<file path="src/sv/sfmt_pkg.sv">
// Shared types and constants for the scoreboard frame Manchester transmitter.
// Used by every module of the block; depends on nothing else.
package sfmt_pkg;

    // Operation codes carried in the input transaction.
    localparam logic OP_TICK  = 1'b0;
    localparam logic OP_START = 1'b1;

    // Configuration register indexes.
    localparam int unsigned CFG_IDX_W = 1;
    localparam logic [CFG_IDX_W-1:0] CFG_BLOCK_REPEATS  = 1'b0;
    localparam logic [CFG_IDX_W-1:0] CFG_PREAMBLE_PAIRS = 1'b1;
    localparam int unsigned CFG_DATA_W = 5;

    localparam logic [3:0] BLOCK_REPEATS_RST  = 4'd10;
    localparam logic [4:0] PREAMBLE_PAIRS_RST = 5'd19;

    // Block layout in half-bit slots.
    localparam logic [6:0] SYNC_SLOTS  = 7'd3;
    localparam logic [6:0] DATA_END    = 7'd67;
    localparam logic [6:0] BLOCK_SLOTS = 7'd70;

    // Nibble codes of the frame word.
    localparam logic [3:0] NIB_BLANK = 4'hF;
    localparam logic [3:0] MARK_3    = 4'h3;
    localparam logic [3:0] MARK_2    = 4'h2;
    localparam logic [3:0] MARK_1    = 4'h1;
    localparam logic [3:0] MARK_0    = 4'h0;

    typedef struct packed {
        logic       operation;
        logic [3:0] field_number;
        logic [9:0] display_value;
    } t_in_item;

    typedef struct packed {
        logic line_level;
        logic sending;
        logic final_slot;
    } t_out_item;

    // Registered input transaction with the two digit quotients already formed.
    typedef struct packed {
        t_in_item   item;
        logic [6:0] div10;
        logic [3:0] div100;
    } t_pre_item;

endpackage

</file>
<file path="src/sv/sfmt_in_stage.sv">
// Input register of the transmitter: captures a transaction and forms value/10
// and value/100 by reciprocal multiplication. Depends on sfmt_pkg.
module sfmt_in_stage (
    input  logic                  i_clk,
    input  logic                  i_rst_n,
    input  logic                  i_in_valid,
    output logic                  o_in_stall,
    input  sfmt_pkg::t_in_item    i_in_data,
    output logic                  o_pre_valid,
    input  logic                  i_pre_ready,
    output sfmt_pkg::t_pre_item   o_pre_data
);

    logic                r_valid;
    sfmt_pkg::t_pre_item r_pre;
    logic                n_valid;
    logic                accept;
    logic [17:0]         prod10;
    logic [15:0]         prod100;

    // 205/2048 and 41/4096 give exact quotients for every 10-bit value.
    assign prod10  = 18'(i_in_data.display_value) * 18'd205;
    assign prod100 = 16'(i_in_data.display_value) * 16'd41;

    assign o_in_stall  = r_valid && !i_pre_ready;
    assign accept      = i_in_valid && !o_in_stall;
    assign o_pre_valid = r_valid;
    assign o_pre_data  = r_pre;

    always_comb begin
        n_valid = accept || (r_valid && !i_pre_ready);
    end

    always_ff @(posedge i_clk) begin
        if (!i_rst_n) begin
            r_valid <= 1'b0;
        end else begin
            r_valid <= n_valid;
        end
    end

    always_ff @(posedge i_clk) begin
        if (accept) begin
            r_pre.item   <= i_in_data;
            r_pre.div10  <= prod10[17:11];
            r_pre.div100 <= prod100[15:12];
        end
    end

endmodule

</file>
<file path="src/sv/sfmt_seq.sv">
// Frame sequencer: builds the digit word on a start, steps the preamble and
// block counters on each tick, and holds the result register. Depends on sfmt_pkg.
module sfmt_seq (
    input  logic                  i_clk,
    input  logic                  i_rst_n,
    input  logic [3:0]            i_block_repeats,
    input  logic [4:0]            i_preamble_pairs,
    input  logic                  i_pre_valid,
    output logic                  o_pre_ready,
    input  sfmt_pkg::t_pre_item   i_pre_data,
    output logic                  o_out_valid,
    input  logic                  i_out_stall,
    output sfmt_pkg::t_out_item   o_out_data
);

    localparam logic [1:0] PH_IDLE     = 2'd0;
    localparam logic [1:0] PH_PREAMBLE = 2'd1;
    localparam logic [1:0] PH_BLOCK    = 2'd2;

    logic [1:0]          r_phase, n_phase;
    logic [6:0]          r_slot, n_slot;
    logic [3:0]          r_block, n_block;
    logic [31:0]         r_word, n_word;
    logic                r_out_valid, n_out_valid;
    sfmt_pkg::t_out_item r_out, n_out;

    logic        advance;
    logic [3:0]  hundreds, tens, units;
    logic [9:0]  tens_x10;
    logic [6:0]  hund_x10;
    logic [4:0]  pairs_eff;
    logic [3:0]  reps_eff;
    logic [5:0]  data_k;
    logic        data_bit;
    logic        blk_level;
    logic        last_block;

    assign o_pre_ready = !r_out_valid || !i_out_stall;
    assign advance     = i_pre_valid && o_pre_ready;
    assign o_out_valid = r_out_valid;
    assign o_out_data  = r_out;

    // Digit split from the two registered quotients.
    always_comb begin
        tens_x10 = 10'(i_pre_data.div10) * 10'd10;
        hund_x10 = 7'(i_pre_data.div100) * 7'd10;
        units    = 4'(i_pre_data.item.display_value - tens_x10);
        tens     = 4'(i_pre_data.div10 - hund_x10);
        hundreds = (i_pre_data.div100 == 4'd10) ? 4'd0 : i_pre_data.div100;
        if (i_pre_data.item.display_value < 10'd100) begin
            hundreds = sfmt_pkg::NIB_BLANK;
        end
        if (i_pre_data.item.display_value < 10'd10) begin
            tens = sfmt_pkg::NIB_BLANK;
        end
    end

    // Level of the current block slot: mark sync, Manchester data, space postamble.
    always_comb begin
        data_k   = 6'(r_slot - sfmt_pkg::SYNC_SLOTS);
        data_bit = r_word[5'd31 - data_k[5:1]];
        if (r_slot < sfmt_pkg::SYNC_SLOTS) begin
            blk_level = 1'b1;
        end else if (r_slot >= sfmt_pkg::DATA_END) begin
            blk_level = 1'b0;
        end else begin
            blk_level = ~(data_bit ^ data_k[0]);
        end
    end

    always_comb begin
        pairs_eff  = (i_preamble_pairs == 5'd0) ? 5'd1 : i_preamble_pairs;
        reps_eff   = (i_block_repeats == 4'd0) ? 4'd1 : i_block_repeats;
        last_block = ({1'b0, r_block} + 5'd1) >= {1'b0, reps_eff};

        n_phase     = r_phase;
        n_slot      = r_slot;
        n_block     = r_block;
        n_word      = r_word;
        n_out       = r_out;
        n_out_valid = r_out_valid && i_out_stall;

        if (advance) begin
            n_out_valid = 1'b1;
            n_out       = '0;
            if (i_pre_data.item.operation == sfmt_pkg::OP_START) begin
                if (r_phase == PH_IDLE) begin
                    n_word  = {sfmt_pkg::MARK_3, i_pre_data.item.field_number,
                               sfmt_pkg::MARK_2, hundreds,
                               sfmt_pkg::MARK_1, tens,
                               sfmt_pkg::MARK_0, units};
                    n_phase = PH_PREAMBLE;
                    n_slot  = 7'd0;
                    n_block = 4'd0;
                end
            end else begin
                unique case (r_phase)
                    PH_PREAMBLE: begin
                        n_out.line_level = ~r_slot[0];
                        n_out.sending    = 1'b1;
                        if (({1'b0, r_slot} + 8'd1) >= {2'b0, pairs_eff, 1'b0}) begin
                            n_phase = PH_BLOCK;
                            n_slot  = 7'd0;
                        end else begin
                            n_slot = r_slot + 7'd1;
                        end
                    end
                    PH_BLOCK: begin
                        n_out.line_level = blk_level;
                        n_out.sending    = 1'b1;
                        if (({1'b0, r_slot} + 8'd1) >= {1'b0, sfmt_pkg::BLOCK_SLOTS}) begin
                            n_slot = 7'd0;
                            if (last_block) begin
                                n_out.final_slot = 1'b1;
                                n_phase          = PH_IDLE;
                                n_block          = 4'd0;
                            end else begin
                                n_block = r_block + 4'd1;
                            end
                        end else begin
                            n_slot = r_slot + 7'd1;
                        end
                    end
                    default: begin
                        n_phase = PH_IDLE;
                    end
                endcase
            end
        end
    end

    always_ff @(posedge i_clk) begin
        if (!i_rst_n) begin
            r_phase     <= PH_IDLE;
            r_slot      <= 7'd0;
            r_block     <= 4'd0;
            r_out_valid <= 1'b0;
        end else begin
            r_phase     <= n_phase;
            r_slot      <= n_slot;
            r_block     <= n_block;
            r_out_valid <= n_out_valid;
        end
    end

    always_ff @(posedge i_clk) begin
        r_word <= n_word;
        r_out  <= n_out;
    end

    a_final_is_sending: assert property (@(posedge i_clk) disable iff (!i_rst_n)
        r_out_valid && r_out.final_slot |-> r_out.sending)
        else $error("final slot flagged on a result that sends nothing");

    a_final_ends_frame: assert property (@(posedge i_clk) disable iff (!i_rst_n)
        advance && n_out.final_slot |=> r_phase == PH_IDLE)
        else $error("sequencer still busy after the final slot");

    a_block_slot_range: assert property (@(posedge i_clk) disable iff (!i_rst_n)
        r_phase == PH_BLOCK |-> r_slot < sfmt_pkg::BLOCK_SLOTS)
        else $error("block slot counter beyond the block length");

    a_idle_silent: assert property (@(posedge i_clk) disable iff (!i_rst_n)
        advance && r_phase == PH_IDLE |=> !r_out.sending && !r_out.line_level)
        else $error("idle transmitter drove a slot");

    a_start_loads: assert property (@(posedge i_clk) disable iff (!i_rst_n)
        advance && r_phase == PH_IDLE
            && i_pre_data.item.operation == sfmt_pkg::OP_START
        |=> r_phase == PH_PREAMBLE && r_slot == 7'd0)
        else $error("start transaction did not open the preamble");

endmodule

</file>
<file path="src/sv/scoreboard_frame_manchester_tx.sv">
// Top level of the scoreboard frame Manchester transmitter: configuration
// registers and the two pipeline stages. Depends on sfmt_pkg, sfmt_in_stage, sfmt_seq.
//
//  Channel   Direction  Handshake            Payload
//  in        input      i_in_valid/o_in_stall   sfmt_pkg::t_in_item
//  out       output     o_out_valid/i_out_stall sfmt_pkg::t_out_item
//  cfg       input      i_cfg_valid/o_cfg_ready i_cfg_index, i_cfg_data
//
// One transaction per cycle is taken while o_in_stall is low. Its result passes through
// the input register and then the result register before it leaves the block.
// While a result waits on a stall, the input register takes one more transaction and
// then stalls the input; the stall reaches o_in_stall combinationally in that cycle.
// Synchronous active-low reset empties both stages, idles the sequencer and sets
// block_repeats to 10 and preamble_pairs to 19. Configuration is always ready.
module scoreboard_frame_manchester_tx (
    input  logic                                i_clk,
    input  logic                                i_rst_n,
    input  logic                                i_in_valid,
    output logic                                o_in_stall,
    input  sfmt_pkg::t_in_item                  i_in_data,
    output logic                                o_out_valid,
    input  logic                                i_out_stall,
    output sfmt_pkg::t_out_item                 o_out_data,
    input  logic                                i_cfg_valid,
    output logic                                o_cfg_ready,
    input  logic [sfmt_pkg::CFG_IDX_W-1:0]      i_cfg_index,
    input  logic [sfmt_pkg::CFG_DATA_W-1:0]     i_cfg_data
);

    logic [3:0]          r_block_repeats;
    logic [4:0]          r_preamble_pairs;
    logic                pre_valid;
    logic                pre_ready;
    sfmt_pkg::t_pre_item pre_data;

    assign o_cfg_ready = 1'b1;

    always_ff @(posedge i_clk) begin
        if (!i_rst_n) begin
            r_block_repeats  <= sfmt_pkg::BLOCK_REPEATS_RST;
            r_preamble_pairs <= sfmt_pkg::PREAMBLE_PAIRS_RST;
        end else if (i_cfg_valid && o_cfg_ready) begin
            unique case (i_cfg_index)
                sfmt_pkg::CFG_BLOCK_REPEATS: begin
                    r_block_repeats <= i_cfg_data[3:0];
                end
                sfmt_pkg::CFG_PREAMBLE_PAIRS: begin
                    r_preamble_pairs <= i_cfg_data;
                end
                default: begin
                end
            endcase
        end
    end

    sfmt_in_stage u_in_stage (
        .i_clk       (i_clk),
        .i_rst_n     (i_rst_n),
        .i_in_valid  (i_in_valid),
        .o_in_stall  (o_in_stall),
        .i_in_data   (i_in_data),
        .o_pre_valid (pre_valid),
        .i_pre_ready (pre_ready),
        .o_pre_data  (pre_data)
    );

    sfmt_seq u_seq (
        .i_clk            (i_clk),
        .i_rst_n          (i_rst_n),
        .i_block_repeats  (r_block_repeats),
        .i_preamble_pairs (r_preamble_pairs),
        .i_pre_valid      (pre_valid),
        .o_pre_ready      (pre_ready),
        .i_pre_data       (pre_data),
        .o_out_valid      (o_out_valid),
        .i_out_stall      (i_out_stall),
        .o_out_data       (o_out_data)
    );

endmodule
</file>
<file path="config.mk">
export PLATFORM = sky130hd
export DESIGN_NAME = scoreboard_frame_manchester_tx
export DESIGN_NICKNAME = d
export VERILOG_FILES = /design/src/sv/sfmt_pkg.sv /design/src/sv/sfmt_in_stage.sv /design/src/sv/sfmt_seq.sv /design/src/sv/scoreboard_frame_manchester_tx.sv
export SDC_FILE = /design/constraint.sdc
export NUM_CORES = 1
export LEC_CHECK = 0
export ABC_AREA = 1
export BUFFER_PORTS_ARGS = -buffer_cell sky130_fd_sc_hd__buf_4
export CORE_MARGIN = 2
export CORE_UTILIZATION = 50
export DETAILED_ROUTE_END_ITERATION = 6
export PLACE_DENSITY_LB_ADDON = 0.05
export SLEW_MARGIN = 40
export SYNTH_ARGS = -nofsm -noshare
export SYNTH_HDL_FRONTEND = slang
export SYNTH_SLANG_ARGS = --single-unit
</file>
<file path="constraint.sdc">
create_clock -name i_clk -period 7.35 [get_ports i_clk]
set_input_delay 1.1025 -clock i_clk [delete_from_list [all_inputs] [get_ports i_clk]]
set_output_delay 1.1025 -clock i_clk [all_outputs]
set_load 0.01 [all_outputs]
</file>
Yosys cells after proc, flatten, opt, wreduce, memory -nomap -nowiden --
Cells that the tools add are included.
Word-level totals: bits in registers 69, bits of input ports 26, output and inout port bits 6, word-level logic and storage cells 100
Cells by class: add/sub/neg operators 8, $mul 4, $lt $le $gt $ge 8, eq/ne operators 7, muxes and demuxes 26, bitwise logic cells 6, reductions and logical operators 23
Operators with widths (count):
- 2-to-1 mux 4 bit | 7
- 2-to-1 mux 7 bit | 4
- multiplier 10 x 8 -> 18 bit (second input constant) | 1
- multiplier 10 x 6 -> 16 bit (second input constant) | 1
- case mux 7 bit (2 select lines) | 1
- less-than comparator 10 x 4 -> 1 bit (second input constant) | 1
- less-than comparator 10 x 7 -> 1 bit (second input constant) | 1
- 2-to-1 mux 2 bit | 5
- inequality test 3 x 2 -> 1 bit (second input constant) | 3
- adder 7 x 1 -> 8 bit (second input constant) | 1
- >= comparator 8 x 6 -> 1 bit | 1
- >= comparator 8 x 7 -> 1 bit (second input constant) | 1
- case mux 2 bit (2 select lines) | 2
- subtractor 4 bit | 2
- adder 7 x 1 -> 7 bit (second input constant) | 1
- >= comparator 7 bit (second input constant) | 1
- less-than comparator 7 x 2 -> 1 bit (second input constant) | 1
- multiplier 7 x 3 -> 3 bit (second input constant) | 1
- less-than comparator 5 x 6 -> 1 bit (second input constant) | 1
- AND reduction 3 bit | 2
- subtractor 6 x 2 -> 6 bit (second input constant) | 1
- adder 4 x 1 -> 5 bit (second input constant) | 1
- binary-select mux 1 bit (select 5 bit) | 1
- >= comparator 5 x 4 -> 1 bit | 1
- other kinds (23) | 40

Longest topological paths before layout --
depth after elaboration 9, depth in mapped cells 20, mapped depth without buffers 18

By module --
From an unflattened synthesis, not the netlist that was laid out.
Second synthesis, totals: cell total of the unflattened synthesis 755, area, all modules 6045.8 sq um
Modules (own cells, without submodules):
- sfmt_in_stage | instances 1, cells an instance 385, area each 3342.0 sq um, sequential area each 800.8 sq um
- sfmt_seq | instances 1, cells an instance 321, area each 2352.3 sq um, sequential area each 850.8 sq um
- scoreboard_frame_manchester_tx | instances 1, cells an instance 49, area each 351.6 sq um, sequential area each 180.2 sq um

Worst setup path before layout --
Ideal clock, no wire load.
path kind input to register, from in i_in_data[2] in the netlist's numbering, to reg u_in_stage.r_pre, in the netlist u_in_stage.o_pre_data[6], data pin, arrival 4.171 ns, slack 2.921 ns, cell stages on the path 14, path buffers 0, path through ha_1 > inv_1 > fa_1 > inv_1 > fa_1 > inv_1 > fa_1 > inv_1 > ha_1 > a21oi_1 > a21oi_1 > or2_2 > a21oi_1 > xnor2_1
On the way: longest elaborated chain between the ends 1
Ends and longest elaborated chain:
- start, declared | RTL line scoreboard_frame_manchester_tx.sv:20 | input sfmt_pkg::t_in_item i_in_data,
- multiplier 10 x 8 -> 18 bit | RTL line sfmt_in_stage.sv:22 | assign prod10 = 18'(i_in_data.display_value) * 18'd205;
- net u_in_stage.prod10[13] | RTL line sfmt_in_stage.sv:18 | logic [17:0] prod10;
- end, declared | RTL line sfmt_in_stage.sv:15 | sfmt_pkg::t_pre_item r_pre;
The timed path passes the listed nets, and every way through them passes these cells. A chain may end at the register's enable or synchronous reset.

Final worst setup path --
from in i_in_data[3] in the netlist's numbering, to reg u_in_stage.r_pre, in the netlist u_in_stage.o_pre_data[6], data pin
Same word-level chain as after synthesis.

==> metrics <==
post-synthesis mux area share 0%; Buf/Inv on CP 5; sequential fraction of the synthesis area 32.16%; Fin. Hold Viols 0; Comb pwr share 36.1%; hpwl dp 8130 um; r2r worst-path depth 14; max-slew violation count 0; CP most frequent cell inv_1; post-synthesis area per instance 8.543 sq um; Post-Layout Cell Count 813; Synth cell types 39; Worst Path Arrival 4.51 ns; clock buffer depth 2; cell leakage power 3.100 nW; clock network power share 26.3%; min Tclk post-route 4.395 ns; Hold Crit Class flip-flop to flip-flop; hold path cells 0; nets 803; insertion delay to the later sink of the worst-skew pair 0.36 ns; Core Region 10700 sq um; Flop pwr share 37.6%; Hold WS 0.4212 ns; total grt overflow 0; Seq cells post-synth 66; FF-to-FF Start u_seq.r_slot[0]$_SDFFE_PN0P_; Site Rows 38; setup TNS 0 ns; count of final setup violators 0; Antenna Violating Nets Remaining 0; slowest cell on the critical path fa_1; hold buffer count at CTS 0; vias in the first global route 3979; Total Routing Usage GR 19.41%; Synth Area in Compound Gates 6.306%; crit-path leading delay family adder cells; Sw Ratio 33.25%; top post-synthesis cells by area edfxtp_1 (23%), ha_1 (20%), inv_1 (9.6%); largest family of logic cells by synthesized area adder cells; crit start category input port; CTS buffer count 9; RSZ-0062 raised after global routing no; CP Cell Sequence buf_4, ha_1, inv_1, fa_1, inv_1, fa_1, inv_1, fa_1, inv_1, ha_1, a21oi_1, a21oi_1, or2_2, a21oi_1, xnor2_1; Avg WL per Cell 12.36 um; Synth top area share 23.28%; Int Power 0.8510 mW; Post-Route WL 10050 um; Area growth, synth to finish 10.76%; Die Height 108.1 um; Worst Path Required 7.46 ns; post-synthesis cell count 634; share of cells above drive strength 1 10.25%; Setup WS pre-CTS 2.596 ns; max cap viols 0; Die Wd 108.1 um; Layout fillers 1017; capturing point of the worst reg2reg path u_seq.r_slot[5]$_SDFFE_PN0P_; postcts setup bufs 0; vias per cell 4.882; warnings from Yosys 0; Post-Syn Area 5416 sq um; clk slew on worst S/H paths 0.07 ns; PostCTS Resize Cnt 0; Post-Synth Simple-Gate Area 17.97%; Starting Density 50.63%; sw power 0.4239 mW; Max-slew headroom 66.07%; Syn Nets 769; largest net degree at the start of global routing 24; Final Cycle Share 59.79%; clk_skew 0.01292 ns; Starting DRT DRC Count 209; # DRC 0; fmax 227.5 MHz; crit path capture type flip-flop; Synth area leader edfxtp_1; Final WS setup 2.955 ns; die area 11680 sq um; first drt pass iteration count 4; Tightest Pin Transition 0.5082 ns; CP peak stage delay 0.53 ns; Adder-Cell Fraction of Synth Area 28.37%; total clock sinks 66; Top Ports 32; Inst Count DP 797; gpl congestion 0.8718; hold path start u_in_stage.o_pre_data[21]$_DFFE_PP_; status complete, no violations; first-pass GRT wire length 17830 um; Hold EP u_seq.r_word[24]$_DFFE_PP_; xor-xnor portion of the synthesized cell area 4.505%; register-to-register setup slack 4.91 ns; via count 3969; Root Buffer clkbuf_8; Critical Path Fanout Max 7; Worst VDD drop 0.00008867 V; PortBufs 30; CTS HTree Levels 3; Cell Pwr Density 212.5 nW/um^2; CP Class input port to flip-flop; antenna fix cells 0; antenna violations before repair 0; CTS tree built
stage by stage:
stage	util (%)	cell area, sq um	power, mW
6_report	56.08	6000	1.275
5_1_grt	56.08	6000	1.392
4_1_cts	56.08	6000	1.297
3_5_place_dp	54.05	5782	0.9533
3_3_place_gp	54.05	5782	0.9379
2_1_floorplan	-	5416	0.8432
cells in the mapped netlist, drive strengths merged:
cell     instances
inv            141
nand2          141
ha              86
edfxtp          42
a21oi           31
nor2            30
nand3           28
dfxtp           24
fa              23
nand4           14
o21ai           14
xor2            14
xnor2           13
nor3             6
buf              4
clkbuf           4
o211ai           4
a21o             3
a21boi           1
a31o             1
a31oi            1
a41o             1
clkinv           1
conb             1
nand3b           1
o2111ai          1
o21a             1
o21bai           1
o31ai            1
or2              1
power groups by stage:
| stage | registers, mW | logic [mW] | clock network, mW |
|---|---|---|---|
| finish | 0.479 | 0.460 | 0.335 |
| global route | 0.485 | 0.546 | 0.361 |
| CTS | 0.481 | 0.469 | 0.347 |
| detailed placement | 0.489 | 0.464 | 0 |
| global placement | 0.488 | 0.449 | 0 |
| floorplan | 0.481 | 0.362 | 0 |
placed cells by master, fill, tap and decap left out, types with 3 or more instances in the layout:
cell type and instances:
a21o_1 3, a21oi_1 31, buf_4 31, clkbuf_8 9, dfxtp_1 24, edfxtp_1 42, fa_1 23, ha_1 86
inv_1 137, inv_2 4, nand2_1 132, nand2_2 8, nand3_1 25, nand3_2 3, nand4_1 14, nor2_1 27
nor3_1 6, o211ai_1 4, o21ai_0 14, xnor2_1 13, xor2_1 13
layer usage:
layer,vias to the layer above,global-route usage (%),wire length [um]
met4,0,5.220,130
li1,2092,-,-
met1,1826,25.20,4793
met5,-,0,0
met2,41,33.06,4880
met3,10,3.978,242
cell type report:
cell class | count | area (sq um) | area share [%]
tap | 140 | 175.2 | 2.920
multi-input combinational | 418 | 3099 | 51.66
clock buffer | 9 | 123.9 | 2.065
timing repair buffer | 31 | 232.7 | 3.879
inverter | 142 | 533.0 | 8.884
sequential | 66 | 1742 | 29.03
clock inverter | 7 | 93.84 | 1.564
sequential cells by signal, indices dropped and copies added (netlist names):
register	count
r_block_repeats	4
u_seq.o_out_valid	1
u_in_stage.o_pre_data	23
u_seq.r_slot	7
u_seq.o_out_data	3
u_seq.r_block	4
r_preamble_pairs	5
u_seq.r_phase	2
u_seq.r_word	16
u_in_stage.o_pre_valid	1
cells by family (layout without fill, tap and decap cells):
group,after synthesis,count (layout)
simple gates,221,221
compound gates,60,60
other cells,1,1
fa+ha+maj,109,109
xor+xnor,27,27
buf+inv,150,189
flops,66,66
worst max path at each step:
stage	slack, ns	depth (start not counted)	startpoint	end
after floorplan	2.92	14	i_in_data[2]	u_in_stage.o_pre_data[6]$_DFFE_PP_
after global placement	2.68	15	i_in_data[3]	u_in_stage.o_pre_data[6]$_DFFE_PP_
after detailed placement	2.60	15	i_in_data[3]	u_in_stage.o_pre_data[6]$_DFFE_PP_
after CTS	2.99	15	i_in_data[3]	u_in_stage.o_pre_data[6]$_DFFE_PP_
after global routing	2.82	15	i_in_data[3]	u_in_stage.o_pre_data[6]$_DFFE_PP_
final	2.96	15	i_in_data[3]	u_in_stage.o_pre_data[6]$_DFFE_PP_
No activity file was read; power rests on OpenSTA's default activity.
